### src/rtl/core/positional_list_with_key_search_macros.svh
// ----------------------------------------------------------------------------
// Assertion macros for the positional list
// Immediate-consequence and next-cycle implication checks, reset-qualified.
// ----------------------------------------------------------------------------
`ifndef POSITIONAL_LIST_WITH_KEY_SEARCH_MACROS_SVH
`define POSITIONAL_LIST_WITH_KEY_SEARCH_MACROS_SVH

// Same-cycle implication
`define PLKS_ASSERT_IMP(label, clk, rst_n, ante, cons) \
	label: assert property (@(posedge clk) disable iff (!rst_n) (ante) |-> (cons)) \
		else $error("plks: same-cycle check failed");

// Next-cycle implication
`define PLKS_ASSERT_NXT(label, clk, rst_n, ante, cons) \
	label: assert property (@(posedge clk) disable iff (!rst_n) (ante) |=> (cons)) \
		else $error("plks: next-cycle check failed");

`endif

### src/rtl/core/plks_pkg.sv
// ----------------------------------------------------------------------------
// plks_pkg
// Opcodes, status codes and the per-cell command bundle of the list.
// ----------------------------------------------------------------------------
package plks_pkg;

	localparam int OPCODE_W = 3;
	localparam int STATUS_W = 2;

	typedef enum logic [OPCODE_W-1:0] {
		OP_INSERT   = 3'd0,
		OP_APPEND   = 3'd1,
		OP_REMOVE   = 3'd2,
		OP_REM_LAST = 3'd3,
		OP_FIND     = 3'd4
	} opcode_t;

	typedef enum logic [STATUS_W-1:0] {
		ST_DONE  = 2'd0,
		ST_RANGE = 2'd1,
		ST_EMPTY = 2'd2,
		ST_FULL  = 2'd3
	} status_t;

	// Checked command broadcast to every cell (at most one bit set)
	typedef struct packed {
		logic ins;
		logic app;
		logic rem;
		logic find;
	} cell_cmd_t;

endpackage

### src/rtl/core/plks_first_hit.sv
// ----------------------------------------------------------------------------
// plks_first_hit
// Index of the lowest set hit bit, or the entry count when none is set.
// ----------------------------------------------------------------------------
module plks_first_hit
	import plks_pkg::*;
#(
	parameter int CAPACITY = 64
) (
	input  logic [CAPACITY-1:0]               hits,
	input  logic [$clog2(CAPACITY+1)-1:0]     cnt,
	output logic [$clog2(CAPACITY+1)-1:0]     index
);

	localparam int CNT_W = $clog2(CAPACITY+1);

	logic [CAPACITY-1:0] lowest;
	logic [CNT_W-1:0]    idx;

	// isolate the lowest set bit
	assign lowest = hits & (~hits + CAPACITY'(1));

	// one-hot to binary
	always_comb begin
		idx = '0;
		for (int i = 0; i < CAPACITY; i++) begin
			if (lowest[i]) begin
				idx = idx | CNT_W'(i);
			end
		end
	end

	assign index = (|hits) ? idx : cnt;

endmodule

### config.mk
export PLATFORM = sky130hd
export DESIGN_NAME = plks_first_hit
export DESIGN_NICKNAME = d
export VERILOG_FILES = /design/src/rtl/core/positional_list_with_key_search_macros.svh /design/src/rtl/core/plks_pkg.sv /design/src/rtl/core/plks_first_hit.sv
export SDC_FILE = /design/constraint.sdc
export NUM_CORES = 1
export LEC_CHECK = 0
export BUFFER_PORTS_ARGS = -buffer_cell sky130_fd_sc_hd__buf_4
export CAP_MARGIN = 10
export CELL_PAD_IN_SITES_DETAIL_PLACEMENT = 1
export CELL_PAD_IN_SITES_GLOBAL_PLACEMENT = 1
export CORE_UTILIZATION = 34
export DETAILED_ROUTE_END_ITERATION = 8
export PLACE_DENSITY = 0.95
export SYNTH_ARGS = -nofsm -noshare
export SYNTH_HDL_FRONTEND = slang
export SYNTH_SLANG_ARGS = --single-unit
### constraint.sdc
create_clock -name vclk -period 3.8
set_input_delay 0.19 -clock vclk [all_inputs]
set_output_delay 0.19 -clock vclk [all_outputs]
set_load 0.02 [all_outputs]
=== Word level (Yosys, flattened, before mapping) ===
Index checks and enable logic that the tools add are counted.

* Multiplexer cells: 64
* Reduce and logical (&&, ||, !) cells: 1
* Add/sub/neg operators: 1
* Bitwise gates (word level): 2

{| class="wikitable"
|+ Operators with widths
! kind !! number
|-
| 6-bit two-way mux || 32
|-
| 5-bit two-way mux || 16
|-
| 64-bit by 1-bit adder with 64-bit output (second input constant) || 1
|-
| 64-bit bitwise AND || 1
|-
| 64-bit NOT || 1
|-
| 64-bit OR reduction || 1
|-
| 4-bit two-way mux || 8
|-
| 3-bit two-way mux || 4
|-
| 7-bit two-way mux || 1
|-
| 2-bit two-way mux || 2
|-
| 1-bit two-way mux || 1
|}

* Input port bits: 71
* Bits in registers: 0
* Logic and storage cells: 68
* Output and inout bits: 7

=== Longest topological paths before layout ===
* Word-level depth: 67
* Mapped depth: 7
* Depth with buffers taken out: 7

=== Least setup slack after synthesis ===
OpenSTA, ideal clock, no wires.

* Kind: input-to-output
* Start: input port hits[15]
* End: output port index[3]
* Arrival time: 2,140 ps
* Path slack: 1,470 ps
* Buffers on the path: 0
* Required time: 3,610 ps
* Stages on the path: 7
* Path through: nor4_2 -> nand4_4 -> or3_4 -> o32ai_2 -> o21bai_1 -> a2111oi_0 -> a31oi_1

* Longest elaborated chain between the ends: 53
* Elaborated cells between the ends (all ways): 54
* Classes of those cells: add/sub (1); mux (50); bitwise (2); reduce/logical (1)

{| class="wikitable"
|+ Ends and longest elaborated chain
! item !! line !! source
|-
| from (decl) || plks_first_hit.sv:10 || <nowiki>input logic [CAPACITY-1:0] hits,</nowiki>
|-
| 64-bit NOT || plks_first_hit.sv:21 || <nowiki>assign lowest = hits & (~hits + CAPACITY'(1));</nowiki>
|-
| 64-bit by 1-bit adder with 64-bit output || plks_first_hit.sv:21 ||
|-
| 64-bit bitwise AND || plks_first_hit.sv:21 ||
|-
| 4-bit two-way mux || plks_first_hit.sv:27 || <nowiki>if (lowest[i]) begin</nowiki>
|-
| 5-bit two-way mux (16 in a row) || plks_first_hit.sv:27 ||
|-
| 6-bit two-way mux (32 in a row) || plks_first_hit.sv:27 ||
|-
| 7-bit two-way mux (*) || plks_first_hit.sv:33 || <nowiki>assign index = (|hits) ? idx : cnt;</nowiki>
|-
| to (decl) || plks_first_hit.sv:12 || <nowiki>output logic [$clog2(CAPACITY+1)-1:0] index</nowiki>
|}

Every way passes the cells marked *; elsewhere a longest branch is shown, timed or not.

=== Worst setup path after layout ===
* Start: input port hits[15]
* End: output port index[1]

The elaborated chain is that of the path after synthesis.

==> results.json <==
{
  "grt_antenna_before_repair": 0,
  "start_util_pct": 36.5,
  "timing.fmax_ghz": 0.321,
  "critPathCaptureType": "output pin",
  "startpoint_type": "input port",
  "design.seq.count": 0,
  "grt_pass1_vias": 2150,
  "post_route_cells_drive_above_1_share_pct": 32.8,
  "grtUsageMet3_pct": 2.50,
  "slew_violations": 0,
  "p_clk_share_pct": 0,
  "use_met2_pct": 51.8,
  "status": "complete, no violations",
  "cap_violations": 0,
  "syn_nets": 300,
  "avgSynthCellArea_um2": 6.56,
  "yosysSeqAreaShare_pct": 0,
  "final_core_util_pct": 52.4,
  "rsz0062_at_grt": "no",
  "p_sw_uw": 72.3,
  "grt.overflow.total": 0,
  "crit_cells": 9,
  "crit_required_ps": 3610,
  "fin_crit_sh_pct": 82.0,
  "hp-class": "input port to output pin",
  "via_per_inst": 6.53,
  "drtAntennaViolNets": 0,
  "path_max_fanout": 10,
  "fin_tns_setup_ps": 0,
  "wl_per_cell_um": 21.1,
  "ys.warnings.count": 0,
  "grt_use_met1_pct": 46.8,
  "final_common_cell": "buf_4",
  "p_int_uw": 70.2,
  "syn_inst": 229,
  "slowest_delay_ps": 730,
  "pin_count": 78,
  "grt_busiest_layer": "met2",
  "p_comb_share_pct": 100.0,
  "grt.total_usage_pct": 32.2,
  "synth_cell_types": 62,
  "synth_area_um2": 1500,
  "grt_pass1_wl_mm": 11.1,
  "regArea_um2": 0,
  "worst_pin_slew_ps": 771,
  "die_area_um2": 4690,
  "place.gp.congestion": 0.974,
  "arrival_ps": 2930,
  "power_frac_seq_pct": 0,
  "io_buffers": 78,
  "p_leak_uw": 0.000867,
  "cp_top_family": "simple AND/OR/NAND/NOR gates",
  "n_antenna_cell": 0,
  "power_density_nw_per_um2": 66.0,
  "clock_buffers": 0,
  "die_w_um": 68.5,
  "post_cts_buffers": 0,
  "grt_max_degree": 11,
  "relSlewSlack_pct": 47.9,
  "vdd_drop_max_mv": 0.0343,
  "finalHoldViolations": 0,
  "period_minus_slack_ps": 3120,
  "first_pass_iters": 5,
  "dr_total_vias": 2336,
  "coreArea_um2": 4120,
  "die_y_um": 68.5,
  "path_cells": "buf_4 > nor4_2 > nand4_4 > nor4_4 > nand4_1 > o311a_1 > nand4_1 > o32a_1 > buf_4",
  "ctsHoldBuffers": 0,
  "crit_type": "input port to output pin",
  "worst-path-buf-inv": 2,
  "nets": 381,
  "sw_frac_of_total_pct": 50.7,
  "syn2layout_area_growth_pct": 43.6,
  "dp_hpwl_mm": 6.53,
  "drc": 0,
  "drtIter0Drc": 239,
  "ctsResizeCount": 0,
  "final_cell_mix": "buf_4, nor2_1, nor3_1, nand2_1, nand3_1",
  "cp_slowest_cell": "nor4_4",
  "rows": 23,
  "hold_depth": 3,
  "setup_viol": 0,
  "wl_mm": 7.55
}
## cells by family (layout without fill, tap and decap cells)
family,count (synthesis),after routing,synth area share (%)
buffers and inverters,6,85,1.50
AOI/OAI and AO/OA,50,50,24.7
and+or+nand+nor,173,173,73.8
## worst paths after layout
| check | start | endpoint | slack, ps |
|---|---|---|---|
| worst max-delay path | hits[15] | index[1] | 680 |
| worst min-delay path | cnt[6] | index[6] | 710 |
## power groups by stage
stage                     Combinational (uW)  Clock [uW]  Sequential, uW
after floorplan                         41.4           0               0
after global placement                   135           0               0
after detailed placement                 140           0               0
after CTS                                141           0               0
after global routing                     152           0               0
final                                    142           0               0
## layout make-up
class	instances	area (um2)
fill	578	1960
inverter	6	22.5
multi-input combinational	223	1480
tap	50	62.6
timing repair buffer	79	593
## layer usage
metal,vias up,share of wire [%]
li1,1091,-
met1,1129,47
met2,110,46
met3,6,6.3
met4,0,0.65
met5,-,0
## cells in the mapped netlist (4+ instances only)
library cell / n / area [um2]
nor2_1: 41 / 154
nor3_1: 17 / 85.1
nand2_1: 16 / 60.1
nand3_1: 12 / 60.1
nor4_1: 10 / 62.6
a21oi_1: 8 / 40.0
nand4_1: 7 / 43.8
o21ai_0: 7 / 35.0
and3_1: 6 / 37.5
inv_1: 6 / 22.5
nor4_2: 6 / 75.1
or3_1: 6 / 37.5
or4_1: 5 / 37.5
nand2b_1: 4 / 25.0
nand3b_1: 4 / 30.0
nor2b_1: 4 / 25.0
nor4_4: 4 / 85.1
## through the flow
step	hold WS [ps]	cells	cell area [um2]	power, uW	setup WS [ps]
after floorplan	559	229	1500	41.4	1470
after global routing	734	358	2160	152	547
after CTS	715	358	2160	141	780
after detailed placement	715	358	2160	140	791
final	711	358	2160	142	683
after global placement	710	358	2160	135	798
(Power assumes the default switching activity.)
