[src/rtl/core/positional_list_with_key_search_macros.svh]
// ----------------------------------------------------------------------------
// Assertion macros for the positional list
// Immediate-consequence and next-cycle implication checks, reset-qualified.
// ----------------------------------------------------------------------------
`ifndef POSITIONAL_LIST_WITH_KEY_SEARCH_MACROS_SVH
`define POSITIONAL_LIST_WITH_KEY_SEARCH_MACROS_SVH

// Same-cycle implication
`define PLKS_ASSERT_IMP(label, clk, rst_n, ante, cons) \
	label: assert property (@(posedge clk) disable iff (!rst_n) (ante) |-> (cons)) \
		else $error("plks: same-cycle check failed");

// Next-cycle implication
`define PLKS_ASSERT_NXT(label, clk, rst_n, ante, cons) \
	label: assert property (@(posedge clk) disable iff (!rst_n) (ante) |=> (cons)) \
		else $error("plks: next-cycle check failed");

`endif

[src/rtl/core/plks_pkg.sv]
// ----------------------------------------------------------------------------
// plks_pkg
// Opcodes, status codes and the per-cell command bundle of the list.
// ----------------------------------------------------------------------------
package plks_pkg;

	localparam int OPCODE_W = 3;
	localparam int STATUS_W = 2;

	typedef enum logic [OPCODE_W-1:0] {
		OP_INSERT   = 3'd0,
		OP_APPEND   = 3'd1,
		OP_REMOVE   = 3'd2,
		OP_REM_LAST = 3'd3,
		OP_FIND     = 3'd4
	} opcode_t;

	typedef enum logic [STATUS_W-1:0] {
		ST_DONE  = 2'd0,
		ST_RANGE = 2'd1,
		ST_EMPTY = 2'd2,
		ST_FULL  = 2'd3
	} status_t;

	// Checked command broadcast to every cell (at most one bit set)
	typedef struct packed {
		logic ins;
		logic app;
		logic rem;
		logic find;
	} cell_cmd_t;

endpackage

[src/rtl/core/plks_cell.sv]
// ----------------------------------------------------------------------------
// plks_cell
// One list slot: holds a key and a handle, shifts from either neighbor,
// loads a new entry, and registers a key compare for find.
// ----------------------------------------------------------------------------
module plks_cell
	import plks_pkg::*;
#(
	parameter int CAPACITY    = 64,
	parameter int KEY_BITS    = 32,
	parameter int HANDLE_BITS = 16,
	parameter int INDEX       = 0
) (
	input  logic                              clk,
	input  cell_cmd_t                         cmd,
	input  logic [$clog2(CAPACITY)-1:0]       pos,
	input  logic [$clog2(CAPACITY+1)-1:0]     cnt,
	input  logic [KEY_BITS-1:0]               key_in,
	input  logic [HANDLE_BITS-1:0]            handle_in,
	input  logic [KEY_BITS-1:0]               key_left,
	input  logic [HANDLE_BITS-1:0]            handle_left,
	input  logic [KEY_BITS-1:0]               key_right,
	input  logic [HANDLE_BITS-1:0]            handle_right,
	output logic [KEY_BITS-1:0]               key,
	output logic [HANDLE_BITS-1:0]            handle,
	output logic                              hit
);

	localparam int CNT_W = $clog2(CAPACITY+1);
	localparam logic [CNT_W-1:0] IDX    = CNT_W'(INDEX);
	localparam logic [CNT_W-1:0] IDX_P1 = CNT_W'(INDEX + 1);

	logic [KEY_BITS-1:0]    key_q;
	logic [HANDLE_BITS-1:0] handle_q;
	logic                   hit_q;
	logic [CNT_W-1:0]       pos_ext;
	logic                   load_new;
	logic                   take_left;
	logic                   take_right;

	assign pos_ext = CNT_W'(pos);

	// slot decisions from own index against position and count
	assign load_new   = (cmd.ins && IDX == pos_ext) || (cmd.app && IDX == cnt);
	assign take_left  = cmd.ins && IDX > pos_ext && IDX <= cnt;
	assign take_right = cmd.rem && IDX >= pos_ext && IDX_P1 < cnt;

	// entry storage, slot holds when no move applies
	always_ff @(posedge clk) begin
		if (load_new) begin
			key_q    <= key_in;
			handle_q <= handle_in;
		end else if (take_left) begin
			key_q    <= key_left;
			handle_q <= handle_left;
		end else if (take_right) begin
			key_q    <= key_right;
			handle_q <= handle_right;
		end
	end

	// probe compare, only occupied slots can hit
	always_ff @(posedge clk) begin
		if (cmd.find) begin
			hit_q <= (IDX < cnt) && ($signed(key_in) < $signed(key_q));
		end
	end

	assign key    = key_q;
	assign handle = handle_q;
	assign hit    = hit_q;

endmodule

[config.mk]
export PLATFORM = sky130hd
export DESIGN_NAME = plks_cell
export DESIGN_NICKNAME = d
export VERILOG_FILES = /design/src/rtl/core/positional_list_with_key_search_macros.svh /design/src/rtl/core/plks_pkg.sv /design/src/rtl/core/plks_cell.sv
export SDC_FILE = /design/constraint.sdc
export NUM_CORES = 1
export LEC_CHECK = 0
export ABC_AREA = 0
export BUFFER_PORTS_ARGS = -buffer_cell sky130_fd_sc_hd__buf_4
export CELL_PAD_IN_SITES_DETAIL_PLACEMENT = 1
export CELL_PAD_IN_SITES_GLOBAL_PLACEMENT = 2
export CORE_MARGIN = 1.5
export CORE_UTILIZATION = 26
export CTS_BUF_LIST = sky130_fd_sc_hd__clkbuf_8
export DETAILED_ROUTE_END_ITERATION = 6
export PLACE_DENSITY = 0.95
export SYNTH_ARGS = -nofsm -noshare
export SYNTH_HDL_FRONTEND = slang
export SYNTH_SLANG_ARGS = --single-unit
[constraint.sdc]
create_clock -name clk -period 6.5 [get_ports clk]
set_input_delay 0.975 -clock clk [delete_from_list [all_inputs] [get_ports clk]]
set_output_delay 0.975 -clock clk [all_outputs]
set_load 0.05 [all_outputs]
### Word-level counts from Yosys, hierarchy flattened

Cells that the tools add are included.
Widths: inputs -> output; s select.

| storage, ports and cells | value |
|---|---|
| register bits | 49 |
| bits of input ports | 162 |
| output and inout port bits | 49 |
| word-level logic and storage cells | 26 |

| operators by class | value |
|---|---|
| $lt $le $gt $ge | 6 |
| multiplexer cells | 6 |
| reduce and logical (&&, ||, !) cells | 11 |

Operators by type and width:

| kind | number |
|---|---|
| $mux 32 | 3 |
| $mux 16 | 3 |
| $lt 32x32->1 | 1 |
| $logic_not 7->1 | 2 |
| $lt 1x7->1 const A | 2 |
| $le 1x7->1 const A | 1 |
| $logic_and 1x1->1 | 7 |
| $ge 1x6->1 const A | 1 |
| $gt 1x6->1 const A | 1 |
| $reduce_bool 3->1 | 1 |
| $logic_or 1x1->1 | 1 |

### Depth between registers and ports, before layout

| logic depth | value |
|---|---|
| depth after elaboration | 6 |
| mapped depth | 8 |
| mapped depth without buffers | 8 |

### Worst setup path before layout

Ideal clock, no wire load.

| timing | value |
|---|---|
| path kind | input -> register |
| from | in pos[1] |
| to | reg handle_q[0] (netlist: handle[0]), enable pin |
| library setup time | 0.409 ns |
| arrival | 3.245 ns |
| data required time | 6.091 ns |
| setup slack | 2.846 ns |
| stages on the path | 6 |
| buffers on the path | 2 |
| cells stage by stage | or4_1 > nor3_2 > a22o_2 > buf_6 > buf_6 > a31o_1 |

| on the way | value |
|---|---|
| cells in the longest elaborated chain, start to end | 4 |
| elaborated cells on any way between the ends | 10 |
| those cells by class | 2 x order compare; 8 x reduce/logical |

Ends and longest elaborated chain:

| item | RTL line | source |
|---|---|---|
| start, declared | plks_cell.sv:16 | `input logic [$clog2(CAPACITY)-1:0] pos,` |
| $gt 1x6->1, or another cell as far along | plks_cell.sv:45 | `assign take_left = cmd.ins && IDX > pos_ext && IDX <= cnt;` |
| $logic_and 1x1->1 (on tied branches) | plks_cell.sv:45, plks_cell.sv:44, plks_cell.sv:46 |  |
| $logic_and 1x1->1, or another cell as far along | plks_cell.sv:45 |  |
| $reduce_bool 3->1 (no source line) (*) | n/a |  |
| end signal, assigned | plks_cell.sv:52 | `handle_q <= handle_in;` |
| end signal, assigned | plks_cell.sv:55 | `handle_q <= handle_left;` |
| end signal, assigned | plks_cell.sv:58 | `handle_q <= handle_right;` |
| end, declared | plks_cell.sv:34 | `logic [HANDLE_BITS-1:0] handle_q;` |

Mark *: on every way between the ends. The rest lies on a longest branch, timed or not.
A chain may end at the register's enable or synchronous reset.

### Worst setup path in the final report

| timing | value |
|---|---|
| from | in pos[1] |
| to | reg handle_q[3] (netlist: handle[3]), enable pin |

Same word-level chain as after synthesis.

==> run metrics <==
status=completed; num rows=38; most used cell, CP=buf_4; worst path buffer plus inverter count=2; drt pass-1 iters=4; FF-to-FF setup slack=a little over 4 ns; max-slew violation count=0; post-route ant nets=0; CP Capture Point=handle[3]$_DFFE_PP_; I/O pin count=around 210; hold slack=around 0.85 ns; Sink Count=49; Overall Power=0.6663 mW; CTS H-tree depth=2; vias per inst=around 4.5; worst setup margin=3.512 ns; Die Height=~110 um; commonest non-fill, non-tap cell in the layout=buf_4; RSZ-0062 raised after global routing=no; syn_area_per_cell=around 13 sq um; diodes inserted=0; Synthesized Nets=approximately 420; Total Routing Usage GR=0.1383; Primary FF master, synth=edfxtp_1; YS warnings=0; ys async rst share=0; Post-Syn Area=2909 sq um; vias in the first global route=around 2,600; clock-pin slew on the worst setup and hold paths=approximately 0.09 ns; top-area cell type share of the netlist area=0.5058; Setup crit end kind=register; total power per unit cell area=between 150 and 200 nW/um^2; post-synthesis xor/xnor area fraction=0; worst rel slew slack=0.5379; final setup violation count=0; latest clock arrival within the worst-skew pair=approximately 0.31 ns; critical path peak fanout=25; first-pass GRT wire length=12,400 um; Starting Density=0.2672; Core Area=approximately 11,000 sq um; DPL Wire Length=roughly 6800 um; adder-cell share of the synthesized area=0.1333; port bufs=162; deepest clock path buffer count=2; most frequent cells in the layout=164 x buf_4, 49 x edfxtp_1, 48 x mux2_1, 34 x inv_1, 31 x ha_1; Crit-path slowest cell=a31o_2; #FFs+latches synth=49; GR Overflow Total=0; compound-cell area share of the yosys netlist=0.06280; CP max stage delay=~0.55 ns; dpl ws=3.134 ns; fin util=0.3998; final instance area=roughly 4400 sq um; max_cap viols=0; via count=roughly 2,400; Yosys cell types=26; sequential area share after synthesis=0.5058; Worst Tran Pin Value=approximately 0.69 ns; Critical Path, Cell by Cell=buf_4 > or4_1 > nor3_2 > a22o_2 > a31o_2 > buf_4; gpl congestion=about 0.73; Hold WC Path Type=input port to register; largest family of logic cells by synthesized area=multiplexers; WS Path Type=input port to register; DRC=0; synth top area cells=edfxtp_1 51%, mux2_1 19%, ha_1 13%, inv_1 4.3%, a21oi_1 1.9%; Leak=~2 nW; Final Hold Fails=0; cell family with most CP delay=compound AO/OA/AOI/OAI gates; fmax=~330 MHz; hold-fix buffer count after cts=0; CP arrival=2.97 ns; layout cells sized above 1=0.4501; number of synthesized flops with an enable pin=49; Critical Path Source Type=input port; post-CTS sizing=0; Final Cycle Share=0.4597; CTS tree=built; mux share of post-synthesis cell area=0.1858; Simple-Gate Fraction of Synth Area=0.05419; DRT Wirelength=approximately 8300 um; maximum vdd drop=0.06906 mV; worst reg2reg startpoint=key[13]$_DFFE_PP_; DR WL/cell=between 15 and 20 um; Root Driver=clkbuf_8; Yosys top cell by area=edfxtp_1; width of the die=~110 um; Sum Neg Setup Slack=0 ns; Critical Path Stages=6; nets@finish=583; dpl cell area=4270 sq um; Placed Cells=roughly 520; First DRT Iteration DRCs=74; Worst Skew=slightly below 0.004 ns; Post-CTS Setup Bufs=0; clock buffer count from CTS=5; DIE AREA=roughly 12,000 sq um; initial antenna violation count=0; CP Launch Point=pos[1]; largest net degree at the start of global routing=49; Syn Inst Count=224; Worst EP required=around 6.5 ns; Worst Reg2Reg Path Length in Cells=8; final std cells w/o fill=approximately 530; min cycle time layout=between 2 and 3 ns; Critical R2R Capture=hit$_DFFE_PP_; Area growth syn-to-layout=49.63%
==> worst reg2reg max path, cell delays in order (launching register included) <==
cell	delay, ns
edfxtp_1	0.38
inv_1	0.05
ha_1	0.29
nand4_1	0.16
or4_1	0.57
a221o_1	0.32
a31oi_2	0.23
o21a_1	0.17
nor3_2	0.04
==> routing by layer <==
metal	part of all wire	routed length [um]	vias to the layer above	global-route usage
met5	0	0	-	0
met4	0.011	90	0	0.03947
met3	0.075	620	6	0.04124
met2	0.52	4311	103	0.2511
met1	0.39	3227	1114	0.1558
li1	-	-	1155	-
==> worst min-delay path by stage <==
stage / cells past startpoint / to / from / slack [ns]
after floorplan: 0 / hit$_DFFE_PP_ / cmd[0] / 1.09
after global placement: 4 / hit$_DFFE_PP_ / key[31]$_DFFE_PP_ / 0.99
after detailed placement: 4 / hit$_DFFE_PP_ / key[31]$_DFFE_PP_ / 1.01
after CTS: 1 / hit$_DFFE_PP_ / cmd[0] / 0.84
after global routing: 1 / hit$_DFFE_PP_ / cmd[0] / 0.83
final: 1 / hit$_DFFE_PP_ / cmd[0] / 0.85
==> logic make-up after synthesis <==
family	after synthesis
flops	49
buf+inv	38
mux	48
simple gates	30
compound gates	28
fa+ha+maj	31
==> registers in the layout, summed over array words and instances (netlist names) <==
signal and cells:
handle 16, hit 1, key 32
==> power by group <==
group,switching (mW),total (mW),internal [mW],leakage (nW)
sequential,0.00245,0.356,0.354,0.442
clock,0.110,0.184,0.0735,0.0491
combinational,0.0554,0.126,0.0707,1.50
total,0.168,0.666,0.498,1.99
==> cell usage after synthesis, types with 3 or more instances <==
master / number
nor2_1: 5
inv_1: 33
nand4_1: 3
mux2_1: 48
nand2_1: 11
edfxtp_1: 49
ha_1: 31
buf_4: 3
a21oi_1: 11
o21ai_0: 4
==> layout make-up <==
class	instances	area (sq um)
inverter	33	123.9
sequential	49	1471
tap	140	175.2
clock buffer	5	68.82
timing repair buffer	164	1231
fill	1186	6535
multi-input combinational	137	1269
clock inverter	3	13.76
(Power assumes the default switching activity.)
